$ cat config.mk
export PLATFORM = sky130hd
export DESIGN_NAME = publish_packet_parser_flat
export DESIGN_NICKNAME = d
export VERILOG_FILES = /design/src/hdl/ppp_pkg.sv /design/src/hdl/ppp_if.sv /design/src/hdl/ppp_core.sv /design/src/hdl/ppp_result_fifo.sv /design/src/hdl/publish_packet_parser.sv /design/src/flat_wrapper.sv
export SDC_FILE = /design/constraint.sdc
export NUM_CORES = 1
export LEC_CHECK = 0
export BUFFER_PORTS_ARGS = -buffer_cell sky130_fd_sc_hd__clkbuf_2
export CORE_MARGIN = 2
export CORE_UTILIZATION = 40
export CTS_CLUSTER_SIZE = 14
export DETAILED_ROUTE_END_ITERATION = 8
export GPL_TIMING_DRIVEN = 0
export PLACE_DENSITY = 0.63
export SLEW_MARGIN = 20
export SYNTH_ARGS = -nofsm -noshare
export SYNTH_HDL_FRONTEND = slang
export SYNTH_SLANG_ARGS = --single-unit
$ cat constraint.sdc
create_clock -name clk_i -period 21.8 [get_ports clk_i]
set_clock_uncertainty 0.15 [all_clocks]
set_input_delay 4.36 -clock clk_i [delete_from_list [all_inputs] [get_ports clk_i]]
set_output_delay 4.36 -clock clk_i [all_outputs]
set_load 0.005 [all_outputs]
$ cat src/hdl/ppp_pkg.sv
// ----------------------------------------------------------------------------
// ppp_pkg
// Types and constants shared by the publish packet parser.
// ----------------------------------------------------------------------------
`default_nettype none

package ppp_pkg;

  localparam int unsigned ByteW    = 8;
  localparam int unsigned LenW     = 15;
  localparam int unsigned TopicW   = 16;
  localparam int unsigned CfgIdxW  = 3;
  localparam int unsigned CfgDataW = 15;
  localparam int unsigned FifoPtrW = 2;
  localparam int unsigned FifoCntW = FifoPtrW + 1;
  localparam int unsigned FifoDepth = 1 << FifoPtrW;

  typedef enum logic [2:0] {
    PH_IDLE,
    PH_SIZE,
    PH_TLHI,
    PH_TLLO,
    PH_TOPIC,
    PH_VALUE,
    PH_DRAIN,
    PH_BAD
  } phase_e;

  typedef enum logic [1:0] {
    CL_PUB,
    CL_PING,
    CL_UNK
  } class_e;

  typedef enum logic [1:0] {
    KIND_TOPIC,
    KIND_VALUE,
    KIND_STATUS,
    KIND_RAW
  } kind_e;

  typedef enum logic [1:0] {
    ST_OK,
    ST_PING,
    ST_UNKNOWN,
    ST_INVALID
  } status_e;

  typedef enum logic [CfgIdxW-1:0] {
    CFG_PUBLISH_CODE,
    CFG_PING_REQ_CODE,
    CFG_PING_RESP_CODE,
    CFG_BUFFER_LENGTH,
    CFG_TOPIC_LIMIT,
    CFG_VALUE_LIMIT
  } cfg_idx_e;

  typedef struct packed {
    logic [ByteW-1:0] publish_code;
    logic [ByteW-1:0] ping_request_code;
    logic [ByteW-1:0] ping_response_code;
    logic [LenW-1:0]  buffer_length;
    logic [LenW-1:0]  topic_limit;
    logic [LenW-1:0]  value_limit;
  } cfg_t;

  localparam cfg_t CfgReset = '{
    publish_code:       8'd48,
    ping_request_code:  8'd192,
    ping_response_code: 8'd208,
    buffer_length:      15'd1400,
    topic_limit:        15'd1400,
    value_limit:        15'd1400
  };

  typedef struct packed {
    kind_e            kind;
    logic [ByteW-1:0] data;
    status_e          status;
  } result_t;

endpackage

`default_nettype wire

$ cat src/hdl/ppp_if.sv
// ----------------------------------------------------------------------------
// ppp_if
// Valid/ready channels for packet bytes in and parser results out.
// ----------------------------------------------------------------------------
`default_nettype none

interface ppp_in_if;
  import ppp_pkg::*;

  logic             valid;
  logic             ready;
  logic [ByteW-1:0] packet_byte;
  logic             end_of_packet;

  modport source (output valid, output packet_byte, output end_of_packet, input ready);
  modport sink   (input valid, input packet_byte, input end_of_packet, output ready);
endinterface

interface ppp_out_if;
  import ppp_pkg::*;

  logic             valid;
  logic             ready;
  logic [1:0]       item_kind;
  logic [ByteW-1:0] out_byte;
  logic [1:0]       packet_status;

  modport source (output valid, output item_kind, output out_byte, output packet_status,
                  input ready);
  modport sink   (input valid, input item_kind, input out_byte, input packet_status,
                  output ready);
endinterface

`default_nettype wire

$ cat src/hdl/ppp_core.sv
// ----------------------------------------------------------------------------
// ppp_core
// Per-byte parse state and step logic; yields up to two results per byte.
// ----------------------------------------------------------------------------
`default_nettype none

module ppp_core #(
  parameter int unsigned MAX_SIZE = 16384
) (
  input  logic                          clk_i,
  input  logic                          rst_ni,
  input  logic                          step_i,
  input  logic [ppp_pkg::ByteW-1:0]     byte_i,
  input  logic                          last_i,
  input  ppp_pkg::cfg_t                 cfg_i,
  output logic [1:0]                    res_cnt_o,
  output ppp_pkg::result_t [1:0]        res_o
);
  import ppp_pkg::*;

  localparam int unsigned SW = $clog2(MAX_SIZE + 2);
  localparam int unsigned VW = ((SW > TopicW) ? SW : TopicW) + 1;
  localparam int unsigned AW = SW + 7;
  localparam logic [AW-1:0] MaxA   = AW'(MAX_SIZE);
  localparam logic [SW-1:0] SatAcc = SW'(MAX_SIZE + 1);
  localparam logic [VW-1:0] MaxV   = VW'(MAX_SIZE);

  phase_e              phase_q, phase_d;
  class_e              class_q, class_d;
  logic [SW-1:0]       acc_q, acc_d;
  logic                ovf_q, ovf_d;
  logic [LenW-1:0]     hc_q, hc_d;
  logic [SW-1:0]       total_q, total_d;
  logic [LenW-1:0]     pos_q, pos_d;
  logic [TopicW-1:0]   tl_q, tl_d;
  logic [SW-1:0]       vlen_q, vlen_d;
  logic [SW-1:0]       fe_q, fe_d;
  logic                stop_q, stop_d;

  logic [ByteW-1:0]    b_eff;
  logic                first_pub, first_ping;
  class_e              cls;
  logic [AW-1:0]       acc_or, acc_sh;
  logic                acc_big;
  logic [SW-1:0]       acc_new;
  logic                ovf_new;
  logic [LenW:0]       hc_inc, hc_inc2;
  logic [LenW-1:0]     hc_step, hc_term;
  logic [VW-1:0]       size_v;
  logic                size_bad;
  logic [TopicW-1:0]   tl_new;
  logic [VW-1:0]       tl_need;
  logic                tl_bad;
  logic [SW-1:0]       vlen_new;
  logic                in_topic;
  logic [LenW-1:0]     lim;
  logic [VW-1:0]       fe_inc, fld_len;
  logic                emit, fld_done;
  logic                fin_bad;
  logic                data_vld;
  result_t             data_res, st_res;

  // shared datapath
  always_comb begin
    b_eff      = (pos_q < cfg_i.buffer_length) ? byte_i : '0;
    first_pub  = (byte_i == cfg_i.publish_code);
    first_ping = (byte_i == cfg_i.ping_request_code) || (byte_i == cfg_i.ping_response_code);
    if (phase_q == PH_IDLE) begin
      cls = first_pub ? CL_PUB : (first_ping ? CL_PING : CL_UNK);
    end else begin
      cls = class_q;
    end

    // size field group
    acc_or  = AW'(acc_q) | AW'(b_eff[6:0]);
    acc_sh  = b_eff[7] ? {acc_or[AW-8:0], 7'b0} : acc_or;
    acc_big = (acc_sh > MaxA);
    acc_new = acc_big ? SatAcc : acc_sh[SW-1:0];
    ovf_new = ovf_q | acc_big;
    hc_inc  = {1'b0, hc_q} + (LenW+1)'(1);
    hc_step = hc_inc[LenW] ? hc_q : hc_inc[LenW-1:0];
    hc_inc2 = {1'b0, hc_step} + (LenW+1)'(b_eff[7]);
    hc_term = hc_inc2[LenW] ? '1 : hc_inc2[LenW-1:0];
    size_v  = VW'(acc_new) + VW'(hc_term);
    size_bad = ovf_new || (size_v > MaxV) ||
               ((size_v + VW'(1)) > VW'(cfg_i.buffer_length));

    // topic length
    tl_new   = (phase_q == PH_TLHI) ? {b_eff, 8'h00} : {tl_q[TopicW-1:ByteW], b_eff};
    tl_need  = VW'(hc_q) + VW'(2) + VW'(tl_new);
    tl_bad   = (VW'(tl_new) > MaxV) || (tl_need > VW'(total_q));
    vlen_new = SW'(VW'(total_q) - tl_need);

    // topic or value byte
    in_topic = (phase_q == PH_TOPIC);
    lim      = in_topic ? cfg_i.topic_limit : cfg_i.value_limit;
    fld_len  = in_topic ? VW'(tl_q) : VW'(vlen_q);
    fe_inc   = VW'(fe_q) + VW'(1);
    emit     = !stop_q && (b_eff != '0) && (fe_inc < VW'(lim));
    fld_done = (fe_inc >= fld_len);

    // header completed with zeros at an early end
    case (phase_q)
      PH_IDLE:          fin_bad = 1'b1;
      PH_SIZE:          fin_bad = size_bad || (acc_new < SW'(2));
      PH_TLHI, PH_TLLO: fin_bad = tl_bad;
      PH_BAD:           fin_bad = 1'b1;
      default:          fin_bad = 1'b0;
    endcase
  end

  // next state
  always_comb begin
    phase_d = phase_q;
    class_d = class_q;
    acc_d   = acc_q;
    ovf_d   = ovf_q;
    hc_d    = hc_q;
    total_d = total_q;
    pos_d   = pos_q;
    tl_d    = tl_q;
    vlen_d  = vlen_q;
    fe_d    = fe_q;
    stop_d  = stop_q;
    if (step_i) begin
      if (phase_q == PH_IDLE) begin
        acc_d   = '0;
        ovf_d   = 1'b0;
        hc_d    = LenW'(1);
        total_d = '0;
        tl_d    = '0;
        fe_d    = '0;
        stop_d  = 1'b0;
        pos_d   = LenW'(1);
        class_d = cls;
        if (cls == CL_PUB) begin
          phase_d = (cfg_i.buffer_length <= LenW'(4)) ? PH_BAD : PH_SIZE;
        end else begin
          phase_d = PH_DRAIN;
        end
      end else begin
        if (class_q == CL_PUB) begin
          unique case (phase_q)
            PH_SIZE: begin
              acc_d = acc_new;
              ovf_d = ovf_new;
              hc_d  = hc_step;
              if (!b_eff[7]) begin
                total_d = size_v[SW-1:0];
                phase_d = size_bad ? PH_BAD : PH_TLHI;
              end
            end
            PH_TLHI: begin
              tl_d    = tl_new;
              phase_d = PH_TLLO;
            end
            PH_TLLO: begin
              tl_d   = tl_new;
              vlen_d = vlen_new;
              fe_d   = '0;
              stop_d = 1'b0;
              if (tl_bad) begin
                phase_d = PH_BAD;
              end else if (tl_new == '0) begin
                phase_d = (vlen_new == '0) ? PH_DRAIN : PH_VALUE;
              end else begin
                phase_d = PH_TOPIC;
              end
            end
            PH_TOPIC: begin
              fe_d   = fe_inc[SW-1:0];
              stop_d = !emit;
              if (fld_done) begin
                fe_d    = '0;
                stop_d  = 1'b0;
                phase_d = (vlen_q == '0) ? PH_DRAIN : PH_VALUE;
              end
            end
            PH_VALUE: begin
              fe_d   = fe_inc[SW-1:0];
              stop_d = !emit;
              if (fld_done) begin
                phase_d = PH_DRAIN;
              end
            end
            default: begin
            end
          endcase
        end
        if (pos_q != '1) begin
          pos_d = pos_q + LenW'(1);
        end
      end
      if (last_i) begin
        phase_d = PH_IDLE;
        pos_d   = '0;
      end
    end
  end

  // results
  always_comb begin
    data_vld = 1'b0;
    data_res = '{kind: KIND_RAW, data: byte_i, status: ST_OK};
    if (cls == CL_UNK) begin
      data_vld = 1'b1;
    end else if (cls == CL_PUB && (phase_q == PH_TOPIC || phase_q == PH_VALUE) && emit) begin
      data_vld = 1'b1;
      data_res = '{kind: (in_topic ? KIND_TOPIC : KIND_VALUE), data: b_eff, status: ST_OK};
    end
    st_res = '{kind: KIND_STATUS, data: '0, status: ST_OK};
    unique case (cls)
      CL_PUB:  st_res.status = fin_bad ? ST_INVALID : ST_OK;
      CL_PING: st_res.status = ST_PING;
      default: st_res.status = ST_UNKNOWN;
    endcase
    res_o[0]  = data_vld ? data_res : st_res;
    res_o[1]  = st_res;
    res_cnt_o = step_i ? (2'(data_vld) + 2'(last_i)) : 2'd0;
  end

  always_ff @(posedge clk_i or negedge rst_ni) begin
    if (!rst_ni) begin
      phase_q <= PH_IDLE;
      class_q <= CL_PUB;
      acc_q   <= '0;
      ovf_q   <= 1'b0;
      hc_q    <= '0;
      total_q <= '0;
      pos_q   <= '0;
      tl_q    <= '0;
      vlen_q  <= '0;
      fe_q    <= '0;
      stop_q  <= 1'b0;
    end else begin
      phase_q <= phase_d;
      class_q <= class_d;
      acc_q   <= acc_d;
      ovf_q   <= ovf_d;
      hc_q    <= hc_d;
      total_q <= total_d;
      pos_q   <= pos_d;
      tl_q    <= tl_d;
      vlen_q  <= vlen_d;
      fe_q    <= fe_d;
      stop_q  <= stop_d;
    end
  end

endmodule

`default_nettype wire

$ cat src/hdl/ppp_result_fifo.sv
// ----------------------------------------------------------------------------
// ppp_result_fifo
// Four-entry result queue; takes up to two items a cycle, gives one.
// ----------------------------------------------------------------------------
`default_nettype none

module ppp_result_fifo (
  input  logic                   clk_i,
  input  logic                   rst_ni,
  input  logic [1:0]             push_cnt_i,
  input  ppp_pkg::result_t [1:0] push_data_i,
  input  logic                   pop_i,
  output ppp_pkg::result_t       head_o,
  output logic                   valid_o,
  output logic                   room_o
);
  import ppp_pkg::*;

  result_t               mem_q [FifoDepth];
  logic [FifoPtrW-1:0]   wr_ptr_q, wr_ptr_d;
  logic [FifoPtrW-1:0]   rd_ptr_q, rd_ptr_d;
  logic [FifoCntW-1:0]   count_q, count_d;
  logic                  pop;

  always_comb begin
    pop      = pop_i && (count_q != '0);
    wr_ptr_d = wr_ptr_q + FifoPtrW'(push_cnt_i);
    rd_ptr_d = rd_ptr_q + FifoPtrW'(pop);
    count_d  = count_q + FifoCntW'(push_cnt_i) - FifoCntW'(pop);
    head_o   = mem_q[rd_ptr_q];
    valid_o  = (count_q != '0);
    room_o   = (count_q <= FifoCntW'(FifoDepth - 2));
  end

  always_ff @(posedge clk_i) begin
    if (push_cnt_i != 2'd0) begin
      mem_q[wr_ptr_q] <= push_data_i[0];
    end
    if (push_cnt_i == 2'd2) begin
      mem_q[wr_ptr_q + FifoPtrW'(1)] <= push_data_i[1];
    end
  end

  always_ff @(posedge clk_i or negedge rst_ni) begin
    if (!rst_ni) begin
      wr_ptr_q <= '0;
      rd_ptr_q <= '0;
      count_q  <= '0;
    end else begin
      wr_ptr_q <= wr_ptr_d;
      rd_ptr_q <= rd_ptr_d;
      count_q  <= count_d;
    end
  end

endmodule

`default_nettype wire

$ cat src/hdl/publish_packet_parser.sv
// ----------------------------------------------------------------------------
// publish_packet_parser
// Sorts packets by first byte and extracts topic and value bytes of publish
// packets, with a status item at the end of every packet.
// ----------------------------------------------------------------------------
// One packet byte is accepted per clock while the queue has room. Each byte
// passes an input register, is parsed combinationally against the running
// header state and pushes zero, one or two result items into a four-entry
// queue, and results reach the output from that queue. Input is taken while the
// input register is empty or the queue holds at most two items; the output
// drains one item per cycle while ready, so a stream of data bytes runs at one
// byte per cycle and each last byte with a data item also adds a status item.
`default_nettype none

module publish_packet_parser #(
  parameter int unsigned MAX_SIZE = 16384
) (
  input  logic                          clk_i,
  input  logic                          rst_ni,
  ppp_in_if.sink                        in_ch,
  ppp_out_if.source                     out_ch,
  input  logic                          cfg_we_i,
  input  logic [ppp_pkg::CfgIdxW-1:0]   cfg_idx_i,
  input  logic [ppp_pkg::CfgDataW-1:0]  cfg_data_i
);
  import ppp_pkg::*;

  cfg_t               cfg_q;
  logic               iv_q;
  logic [ByteW-1:0]   ib_q;
  logic               il_q;
  logic               step;
  logic               room;
  logic               in_fire;
  logic [1:0]         res_cnt;
  result_t [1:0]      res;
  result_t            head;
  logic               head_vld;

  assign step        = iv_q && room;
  assign in_ch.ready = !iv_q || step;
  assign in_fire     = in_ch.valid && in_ch.ready;

  always_ff @(posedge clk_i or negedge rst_ni) begin
    if (!rst_ni) begin
      cfg_q <= CfgReset;
    end else if (cfg_we_i) begin
      unique case (cfg_idx_e'(cfg_idx_i))
        CFG_PUBLISH_CODE:   cfg_q.publish_code       <= cfg_data_i[ByteW-1:0];
        CFG_PING_REQ_CODE:  cfg_q.ping_request_code  <= cfg_data_i[ByteW-1:0];
        CFG_PING_RESP_CODE: cfg_q.ping_response_code <= cfg_data_i[ByteW-1:0];
        CFG_BUFFER_LENGTH:  cfg_q.buffer_length      <= cfg_data_i[LenW-1:0];
        CFG_TOPIC_LIMIT:    cfg_q.topic_limit        <= cfg_data_i[LenW-1:0];
        CFG_VALUE_LIMIT:    cfg_q.value_limit        <= cfg_data_i[LenW-1:0];
        default: begin
        end
      endcase
    end
  end

  // input register
  always_ff @(posedge clk_i or negedge rst_ni) begin
    if (!rst_ni) begin
      iv_q <= 1'b0;
    end else if (in_ch.ready) begin
      iv_q <= in_ch.valid;
    end
  end

  always_ff @(posedge clk_i) begin
    if (in_fire) begin
      ib_q <= in_ch.packet_byte;
      il_q <= in_ch.end_of_packet;
    end
  end

  ppp_core #(
    .MAX_SIZE (MAX_SIZE)
  ) u_core (
    .clk_i     (clk_i),
    .rst_ni    (rst_ni),
    .step_i    (step),
    .byte_i    (ib_q),
    .last_i    (il_q),
    .cfg_i     (cfg_q),
    .res_cnt_o (res_cnt),
    .res_o     (res)
  );

  ppp_result_fifo u_fifo (
    .clk_i       (clk_i),
    .rst_ni      (rst_ni),
    .push_cnt_i  (res_cnt),
    .push_data_i (res),
    .pop_i       (out_ch.ready),
    .head_o      (head),
    .valid_o     (head_vld),
    .room_o      (room)
  );

  assign out_ch.valid         = head_vld;
  assign out_ch.item_kind     = head.kind;
  assign out_ch.out_byte      = head.data;
  assign out_ch.packet_status = head.status;

endmodule

`default_nettype wire

$ cat src/flat_wrapper.sv
// flat-port wrapper written by rule: the top's interface ports become plain ports
module publish_packet_parser_flat import ppp_pkg::*;
#(
  parameter int unsigned MAX_SIZE = 16384
)
  (clk_i, rst_ni, cfg_we_i, cfg_idx_i, cfg_data_i, in_ch_valid, in_ch_packet_byte, in_ch_end_of_packet, in_ch_ready, out_ch_valid, out_ch_item_kind, out_ch_out_byte, out_ch_packet_status, out_ch_ready);
  ppp_in_if in_ch_i ();
  ppp_out_if out_ch_i ();
  input  logic clk_i;
  input  logic rst_ni;
  input  logic cfg_we_i;
  input  logic [ppp_pkg::CfgIdxW-1:0] cfg_idx_i;
  input  logic [ppp_pkg::CfgDataW-1:0] cfg_data_i;
  input wire logic [$bits(in_ch_i.valid)-1:0] in_ch_valid;
  input wire logic [$bits(in_ch_i.packet_byte)-1:0] in_ch_packet_byte;
  input wire logic [$bits(in_ch_i.end_of_packet)-1:0] in_ch_end_of_packet;
  output wire logic [$bits(in_ch_i.ready)-1:0] in_ch_ready;
  output wire logic [$bits(out_ch_i.valid)-1:0] out_ch_valid;
  output wire logic [$bits(out_ch_i.item_kind)-1:0] out_ch_item_kind;
  output wire logic [$bits(out_ch_i.out_byte)-1:0] out_ch_out_byte;
  output wire logic [$bits(out_ch_i.packet_status)-1:0] out_ch_packet_status;
  input wire logic [$bits(out_ch_i.ready)-1:0] out_ch_ready;
  assign in_ch_i.valid = in_ch_valid;
  assign in_ch_i.packet_byte = in_ch_packet_byte;
  assign in_ch_i.end_of_packet = in_ch_end_of_packet;
  assign in_ch_ready = in_ch_i.ready;
  assign out_ch_valid = out_ch_i.valid;
  assign out_ch_item_kind = out_ch_i.item_kind;
  assign out_ch_out_byte = out_ch_i.out_byte;
  assign out_ch_packet_status = out_ch_i.packet_status;
  assign out_ch_i.ready = out_ch_ready;
  publish_packet_parser #(.MAX_SIZE(MAX_SIZE)) u_core (.clk_i(clk_i), .rst_ni(rst_ni), .in_ch(in_ch_i), .out_ch(out_ch_i), .cfg_we_i(cfg_we_i), .cfg_idx_i(cfg_idx_i), .cfg_data_i(cfg_data_i));
endmodule
==> results of run 1 <==
[worst max path at each step]
stage / to / slack (ps) / startpoint
after CTS: u_core.u_fifo.mem_q[3][0] / 10210 / u_core.cfg_q[36]
after global routing: u_core.u_fifo.mem_q[3][0] / 9300 / u_core.cfg_q[36]
after floorplan: u_core.u_fifo.mem_q[0][0] / 12820 / u_core.cfg_q[36]
after global placement: u_core.u_fifo.mem_q[2][0] / 10380 / u_core.cfg_q[36]
final: u_core.u_fifo.mem_q[3][0] / 9940 / u_core.cfg_q[36]
after detailed placement: u_core.u_fifo.mem_q[3][0] / 10300 / u_core.cfg_q[36]
[registers in the layout, indices dropped and copies added, names as in the netlist, 8 cells and up]
name / count
u_core.u_core.tl_q: 16
u_core.u_core.pos_q: 15
u_core.ib_q: 8
u_core.cfg_q: 69
u_core.u_core.total_q: 15
u_core.u_fifo.mem_q: 48
u_core.u_core.hc_q: 15
u_core.u_core.vlen_q: 15
u_core.u_core.acc_q: 15
u_core.u_core.fe_q: 15
[cell usage after synthesis, drive strengths merged, types with 40 or more instances]
library cell	count	area, sq um
dfrtp	165	4130
ha	149	1860
nand2	145	544
o21ai	122	611
nor2	111	427
inv	95	357
a21oi	87	439
mux2	87	980
a22o	59	517
xnor2	57	514
xor2	52	463
clkbuf	49	184
nand3	48	258
dfxtp	40	801
[kinds of logic after synthesis]
kind of cell | count (synthesis)
adders and majority gates | 153
and+or+nand+nor | 531
xor gates and xnor gates | 109
DFF | 247
muxes | 133
AOI/OAI and AO/OA | 434
buffers and inverters | 161
[area by class of cell]
type                       instances  area, sq um
buffer                            66          263
clock buffer                      43          912
clock inverter                    11          135
fill                            3946        22900
inverter                          95          357
multi-input combinational       1360        10300
sequential                       247         6100
tap                              539          674
timing repair buffer              45          279
[layer usage]
metal / routed length (microns) / track usage, %
met2: 22000 / 35.7
met1: 22300 / 30.2
met3: 2300 / 3.02
met4: 1760 / 7.92
met5: 0 / 0
[metrics by stage]
| stage | total power, mW | utilization, % | hold WS, ps |
|---|---|---|---|
| floorplan | 1.72 | - | 291 |
| global placement | 2.12 | 42.6 | 305 |
| detailed placement | 2.16 | 42.8 | 314 |
| CTS | 2.69 | 45.3 | 331 |
| global route | 2.89 | 45.4 | 348 |
| finish | 2.69 | 45.4 | 328 |
[power groups by stage]
| stage | clock [mW] | combinational [mW] | sequential (mW) |
|---|---|---|---|
| global placement | 0 | 1.41 | 0.705 |
| detailed placement | 0 | 1.45 | 0.710 |
| floorplan | 0 | 1.05 | 0.671 |
| global route | 0.553 | 1.61 | 0.720 |
| finish | 0.525 | 1.46 | 0.705 |
| CTS | 0.532 | 1.46 | 0.702 |
[critical path: cells and delay by family, from the launching register on]
| kind | cells | cell delay, ps |
|---|---|---|
| DFF | 1 | 540 |
| adders and majority gates | 5 | 1590 |
| AOI/OAI and AO/OA | 15 | 3920 |
| and+or+nand+nor | 14 | 3690 |
| buffers and inverters | 7 | 1480 |
| xor gates and xnor gates | 1 | 190 |
==> results.yml, run 1 <==
run_status:
  status: "complete, no violations"
power:
  pwr_density_cell_nw_per_um2: 142
  pwr-share-comb_pct: 54.3
  internal_power_mw: 1.50
  peakVddDrop_v: 0.0000737
  clkPwrFrac_pct: 19.5
  p_leak_nw: 8.34
  seq_power_share_pct: 26.2
  switching_share_pct: 44.3
  switchingPower_mw: 1.19
logic_synthesis:
  synth-seq-cells: 247
  syn_area_sq_um: 17000
  syn_nets: 1953
  synth_xor_xnor_area_share_pct: 5.76
  synth_edf_count: 17
  synthCells: 1768
  synth_compound_area_share_pct: 17.5
  synth_mux_area_share_pct: 9.38
  ys_types: 99
  synth-main-ff-cell: "dfrtp_1"
  ys_warn_count: 0
  yosysSeqAreaShare_pct: 36.0
  synth-adder-area-share_pct: 11.5
  postSynthAreaPerCell_sq_um: 9.59
  synth_top_family_by_area: "compound AO/OA/AOI/OAI gates"
  ys_async_sr_fraction_pct: 76.9
  yosys.area_share.simple_pct: 16.2
placement:
  dpl_cell_area_sq_um: 17900
  port-buffer-count: 43
  gp_congestion: 0.927
  post-place-ws_ps: 10300
  placed_cells: 2352
  place_hpwl_mm: 37.3
clocking:
  clock_latency_ps: 580
  h-tree-depth: 1
  clk_pin_slew_worst_paths_ps: 60
  post-cts-setup-buffer-count: 0
  cts_hold_buf: 0
  cts_resized: 0
  root_buffer: "clkbuf_16"
  cts_tree: "yes"
  cts.sinks: 247
  clockBufferDepth: 3
  cts_buffers: 29
cells_and_area:
  drive_gt1_share_pct: 14.3
  stdcell_area_sq_um: 19000
  fin_cells: 2406
  nets: 2029
  final_common_cell: "dfrtp_1"
  final_cell_mix: "dfrtp_1 (165), ha_1 (149), nand2_1 (145)"
  antennaDiodeCount: 0
  synthToLayoutAreaGrowth_pct: 12.0
setup_path:
  r2r-start: "u_core.cfg_q[36]"
  required_ps: 21960
  cp.arrival_ps: 12020
  cp_slowest_stage_delay_ps: 680
  critPathKind: "flop to flop"
  crit_fanout: 10
  r2r_cells: 42
  r2r_slack_ps: 9940
  r2r_end: "u_core.u_fifo.mem_q[3][0]"
  slowest_stage: "nor4_1"
  crit_path_end_kind: "flop"
  start_kind: "flop"
sta:
  hold_violations: 0
  finalSetupViolCount: 0
  worst_slew_pin_slew_ps: 975
  final_max_slew_viol_count: 0
  setup_slack_ps: 9940
  min_period_ps: 11860
  fin_crit_sh_pct: 54.4
  fmax_mhz: 84.3
  rsz0062_at_grt: "false"
  max_slew_margin_pct: 34.8
  fin_setup_tns_ps: 0
worst_hold_path:
  whs_path_depth: 1
  hp-class: "flop to flop"
  hp-start: "u_core.u_fifo.mem_q[3][9]"
  holdPathEnd: "u_core.u_fifo.mem_q[3][9]"
routing:
  wl_per_cell_microns: 20.1
  drt_first_pass_iters: 5
  drt-total-wl_mm: 48.3
  drc: 0
  vias: 14000
  ant_nets: 0
  drt-initial-drc-count: 1258
  viasPerCell: 5.83
floorplanning:
  die-area_sq_um: 44000
  num_io_pins: 46
  initial_core_util_pct: 40.5
  die-width_microns: 210
  core.rowCount: 75
  core_sq_um: 41900
  dieHeight_microns: 210
global_routing:
  grt_pass1_wl_mm: 76.8
  globalRoute.totalOverflow: 0
  grt_max_degree: 87
  antenna_found_initial: 0
  grt_usage_pct: 22.1
  grt_pass1_vias: 13900
flow_run:
  drv_cap: 0
Power figures use the tool's default switching activity.
==> inputs of run 2 (changes only) <==
==> constraint.sdc (replaced) <==
create_clock -name clk_i -period 11.7 [get_ports clk_i]
set_clock_uncertainty 0.15 [all_clocks]
set_input_delay 2.34 -clock clk_i [delete_from_list [all_inputs] [get_ports clk_i]]
set_output_delay 2.34 -clock clk_i [all_outputs]
set_load 0.005 [all_outputs]
==> run 2 against run 1 <==
- non-clock buffer count rose by 2
- worst hold slack barely moved
- worst setup slack got worse by 9400 ps
- clock power rose by 86%
- register-to-register slack got worse by 9400 ps
- cell area rose by 0.19%
- critical path depth rose by 4
- critical path type unchanged
- routed wire length rose by 0.26%
- maximum frequency rose by 6.4%
- core utilization rose by 0.087 points
- count of clock-buffer cells in the layout did not move
- via count barely moved
==> results.yml, run 2 (same netlist as run 1, synthesis figures left out) <==
cells_and_area:
  nFillCells: 3943
  nets: 2031
  reg.largest.list: "u_core.cfg_q x69, u_core.u_fifo.mem_q x48, u_core.u_core.tl_q x16"
  final_common_cell: "dfrtp_1"
  largest_register: "u_core.cfg_q"
  drive_gt1_share_pct: 14.6
  final_cell_mix: "dfrtp_1 (165), ha_1 (149), nand2_1 (145)"
  fin_util_pct: 45.4
  largest_register_ffs: 69
  antennaDiodeCount: 0
  synthToLayoutAreaGrowth_pct: 12.2
sta:
  fmax_mhz: 89.8
  min_period_ps: 11140
  fin_crit_sh_pct: 95.2
  finalSetupViolCount: 0
  hold_violations: 0
  final_max_slew_viol_count: 0
  worst_slew_pin_slew_ps: 1000
  max_slew_margin_pct: 33.2
  setup_slack_ps: 558
floorplanning:
  die-width_microns: 210
  core_sq_um: 41900
  num_io_pins: 46
  dieHeight_microns: 210
  initial_core_util_pct: 40.5
  die-area_sq_um: 44000
  core.rowCount: 75
global_routing:
  globalRoute.totalOverflow: 0
  grt_max_degree: 87
  grt_usage_pct: 22.1
  antenna_found_initial: 0
  grt_pass1_wl_mm: 76.8
  grt_pass1_vias: 13900
clocking:
  cts_buffers: 29
  root_buffer: "clkbuf_16"
  cts_tree: "yes"
  clock_latency_ps: 590
  clk_pin_slew_worst_paths_ps: 60
  h-tree-depth: 1
  clockBufferDepth: 3
  cts.sinks: 247
setup_path:
  critPathKind: "flop to flop"
  cp_slowest_stage_delay_ps: 540
  start_kind: "flop"
  r2r_slack_ps: 560
  cp.arrival_ps: 11320
  required_ps: 11880
  slowest_stage: "dfstp_2"
  crit_fanout: 10
  crit_path_end_kind: "flop"
run_status:
  status: "complete, no violations"
placement:
  post-place-ws_ps: 199
  place_hpwl_mm: 37.3
  gp_congestion: 0.927
  port-buffer-count: 43
routing:
  drt-total-wl_mm: 48.5
  drc: 0
  wl_per_cell_microns: 20.1
  drt-initial-drc-count: 1178
  drt_first_pass_iters: 6
  vias: 14000
  viasPerCell: 5.83
  ant_nets: 0
power:
  pwr-share-comb_pct: 54.5
  clkPwrFrac_pct: 19.4
  peakVddDrop_v: 0.000128
  switchingPower_mw: 2.23
  switching_share_pct: 44.2
  pwr_density_cell_nw_per_um2: 265
  p_leak_nw: 8.36
  internal_power_mw: 2.81
  seq_power_share_pct: 26.1
flow_run:
  drv_cap: 0
worst_hold_path:
  hp-class: "flop to flop"
-- run 2: cell types whose count changed in the layout (fill, tap and decap cells not counted), sizes merged --
cell / change
clkbuf: +1
buf: +1
-- run 2: what timing repair did --
action / in CTS / in global routing
resized for setup: 0 / 5
hold buffers: 0 / 0
setup endpoints to repair: 0 / 10
buffers inserted: 0 / 2
-- run 2: path summary, 6_finish.rpt --
path / from / to / depth (start not counted)
min in group asynchronous: rst_ni / u_core.u_fifo.count_q[0] / 1
hold / removal: u_core.u_fifo.mem_q[3][9] / u_core.u_fifo.mem_q[3][9] / 1
hold reg to reg: u_core.u_fifo.mem_q[3][9] / u_core.u_fifo.mem_q[3][9] / 1
setup / recovery: u_core.cfg_q[36] / u_core.u_fifo.mem_q[2][1] / 46
max in group asynchronous: rst_ni / u_core.cfg_q[8] / 2
setup reg to reg: u_core.cfg_q[36] / u_core.u_fifo.mem_q[2][1] / 46
-- run 2: per-stage QoR --
step                TNS [ps]  power, mW  hold WS, ps  instance area, sq um  std cells
finish                     0       5.03          328                 19000       2408
global route           -4.07       5.39          348                 19000       2408
CTS                        0       5.01          331                 19000       2406
detailed placement         0       4.02          314                 17900       2352
global placement           0       3.94          305                 17800       2350
floorplan                  0       3.20          291                 17000       1768
-- run 2: cell type report --
| type | count | area [sq um] | share of cell area [%] |
|---|---|---|---|
| multi-input cells | 1360 | 10300 | 54.1 |
| inverters | 95 | 357 | 1.87 |
| repair buffers | 47 | 294 | 1.55 |
| well taps | 539 | 674 | 3.55 |
| clock buffers | 43 | 912 | 4.80 |
| plain buffers | 66 | 264 | 1.39 |
| clock inverters | 11 | 135 | 0.710 |
| flip-flops and latches | 247 | 6100 | 32.1 |
-- run 2: power groups by stage --
stage / logic [mW] / clock network (mW) / registers (mW)
6_report: 2.74 / 0.978 / 1.31
2_1_floorplan: 1.95 / 0 / 1.25
4_1_cts: 2.71 / 0.992 / 1.31
5_1_grt: 3.02 / 1.03 / 1.34
3_5_place_dp: 2.70 / 0 / 1.32
3_3_place_gp: 2.63 / 0 / 1.31
-- run 2: critical path: cells and delay by family (launching register included) --
| family | cells | cell delay (ps) |
|---|---|---|
| flip-flops | 1 | 540 |
| buffers and inverters | 8 | 1480 |
| XOR/XNOR | 1 | 190 |
| adder cells (fa/ha/maj) | 5 | 1530 |
| AND/OR/NAND/NOR | 16 | 3180 |
| AO/OA/AOI/OAI | 16 | 3780 |
-- run 2: per-layer routing --
metal	track usage [%]	routed length (microns)	vias up
met4	7.92	1700	0
met3	3.02	2570	95
met5	0	0	-
met1	30.2	22100	6900
met2	35.7	22100	416
li1	-	-	6628
==> inputs of run 3 (changes only) <==
==> constraint.sdc (replaced) <==
create_clock -name clk_i -period 11.5 [get_ports clk_i]
set_clock_uncertainty 0.15 [all_clocks]
set_input_delay 2.3 -clock clk_i [delete_from_list [all_inputs] [get_ports clk_i]]
set_output_delay 2.3 -clock clk_i [all_outputs]
set_load 0.005 [all_outputs]
==> run 3 against run 2 <==
- worst setup slack worse by 12 ps
- cell area about the same
- flip-flop and latch count unchanged
- first-iteration DRC count down 2.4%
- maximum frequency up 1.7%
- cell count about the same
- routed wire length about the same
- global-route usage about the same
- worst hold slack about the same
- critical path depth down 1
- register-to-register slack about the same
- critical path type unchanged
- highest routed layer unchanged
==> results.yml, run 3 (same netlist as run 1, synthesis figures left out) <==
run_status:
  status: "complete, no violations"
setup_path:
  r2r-start: "u_core.cfg_q[36]"
  crit_path_end_kind: "flop"
  cp.arrival_ps: 11130
  r2r_cells: 45
  r2r_end: "u_core.u_fifo.mem_q[2][1]"
  required_ps: 11680
  start_kind: "flop"
  critPathKind: "flop to flop"
  crit_fanout: 19
  cp_slowest_stage_delay_ps: 540
  r2r_slack_ps: 550
  slowest_stage: "dfstp_2"
floorplanning:
  dieHeight_microns: 210
  die-width_microns: 210
  initial_core_util_pct: 40.5
  core_sq_um: 41900
  num_io_pins: 46
  die-area_sq_um: 44000
  core.rowCount: 75
routing:
  ant_nets: 0
  wl_per_cell_microns: 20.1
  drt_first_pass_iters: 6
  viasPerCell: 5.81
  drt-total-wl_mm: 48.4
  drc: 0
  drt-initial-drc-count: 1150
  vias: 14000
placement:
  gp_congestion: 0.927
  placed_cells: 2352
  place_hpwl_mm: 37.3
  port-buffer-count: 43
sta:
  holdWs_ps: 328
  worst_slew_pin_slew_ps: 990
  min_period_ps: 10950
  fin_setup_tns_ps: 0
  rsz0062_at_grt: "false"
  fin_crit_sh_pct: 95.3
  fmax_mhz: 91.3
  final_max_slew_viol_count: 0
  max_slew_margin_pct: 34.0
  finalSetupViolCount: 0
  hold_violations: 0
global_routing:
  gr-usage-met1_pct: 30.2
  busiest_layer: "met2"
  globalRoute.totalOverflow: 0
  grt_max_degree: 87
  antenna_found_initial: 0
  met2_usage_pct: 35.7
  met3_usage_pct: 3.07
  grt_pass1_vias: 13900
  grt_usage_pct: 22.1
  grt_pass1_wl_mm: 76.8
clocking:
  clock_latency_ps: 590
  cts_tree: "yes"
  cts_hold_buf: 0
  cts_buffers: 29
  clockBufferDepth: 3
  cts.sinks: 247
  clk_pin_slew_worst_paths_ps: 60
  h-tree-depth: 1
  root_buffer: "clkbuf_16"
cells_and_area:
  nFillCells: 3943
  nets: 2030
  fin_util_pct: 45.4
  largest_register: "u_core.cfg_q"
  fin_cells: 2407
  largest_register_ffs: 69
  final_common_cell: "dfrtp_1"
  reg.largest.list: "u_core.cfg_q x69, u_core.u_fifo.mem_q x48, u_core.u_core.tl_q x16"
  final_cell_mix: "dfrtp_1 (165), ha_1 (149), nand2_1 (145)"
  synthToLayoutAreaGrowth_pct: 12.2
  antennaDiodeCount: 0
  drive_gt1_share_pct: 14.6
power:
  p_leak_nw: 8.35
  power.total_mw: 5.12
  pwr_density_cell_nw_per_um2: 269
  peakVddDrop_v: 0.000141
worst_hold_path:
  hp-class: "flop to flop"
  whs_path_depth: 1
  holdPathEnd: "u_core.u_fifo.mem_q[3][9]"
  hp-start: "u_core.u_fifo.mem_q[3][9]"
flow_run:
  drv_cap: 0
## run 3: worst max-delay path: cells and delay by family (launching register included)
kind | cells | cell delay (ps)
compound gates | 16 | 3770
xor+xnor | 1 | 190
fa+ha+maj | 5 | 1540
buf+inv | 7 | 1250
flops | 1 | 540
simple gates | 16 | 3210
## run 3: layer usage
layer,part of all wire (%),wire [microns]
met5,0,0
met4,3.5,1690
met3,5.0,2410
met2,45,22000
met1,46,22300
## run 3: worst max-delay path by stage
stage | startpoint | end | slack (ps)
finish | u_core.cfg_q[36] | u_core.u_fifo.mem_q[2][1] | 550
CTS | u_core.cfg_q[36] | u_core.u_fifo.mem_q[3][0] | 300
detailed placement | u_core.cfg_q[36] | u_core.u_fifo.mem_q[3][0] | -0.9
global placement | u_core.cfg_q[36] | u_core.u_fifo.mem_q[2][0] | 80
global route | u_core.cfg_q[36] | u_core.u_fifo.mem_q[2][1] | 30
floorplan | u_core.cfg_q[36] | u_core.u_fifo.mem_q[0][0] | 2520
## run 3: cell type report
cell class,instances,area (sq um),share of cell area (%)
timing repair buffer,47,294,1.55
tap,539,674,3.55
buffer,65,262,1.38
clock inverter,11,135,0.711
clock buffer,43,912,4.80
inverter,95,357,1.88
sequential,247,6100,32.1
multi-input combinational,1360,10300,54.1
## run 3: repair_timing
item | CTS | global route
setup buffers | 0 | 2
hold endpoints to repair | 0 | 0
endpoints found under the setup margin | 8 | 10
pin swaps | 0 | 2
gates resized for setup | 1 | 4
## run 3: stage by stage
stage	area (sq um)	worst slack, ps
5_1_grt	19000	27.8
3_5_place_dp	17900	-0.890
6_report	19000	546
2_1_floorplan	17000	2520
4_1_cts	19000	298
3_3_place_gp	17800	82.2
## run 3: where the power goes
part	total [mW]	internal [mW]	switching, mW
Clock	0.997	0.598	0.399
Sequential	1.34	1.14	0.195
Combinational	2.79	1.12	1.67
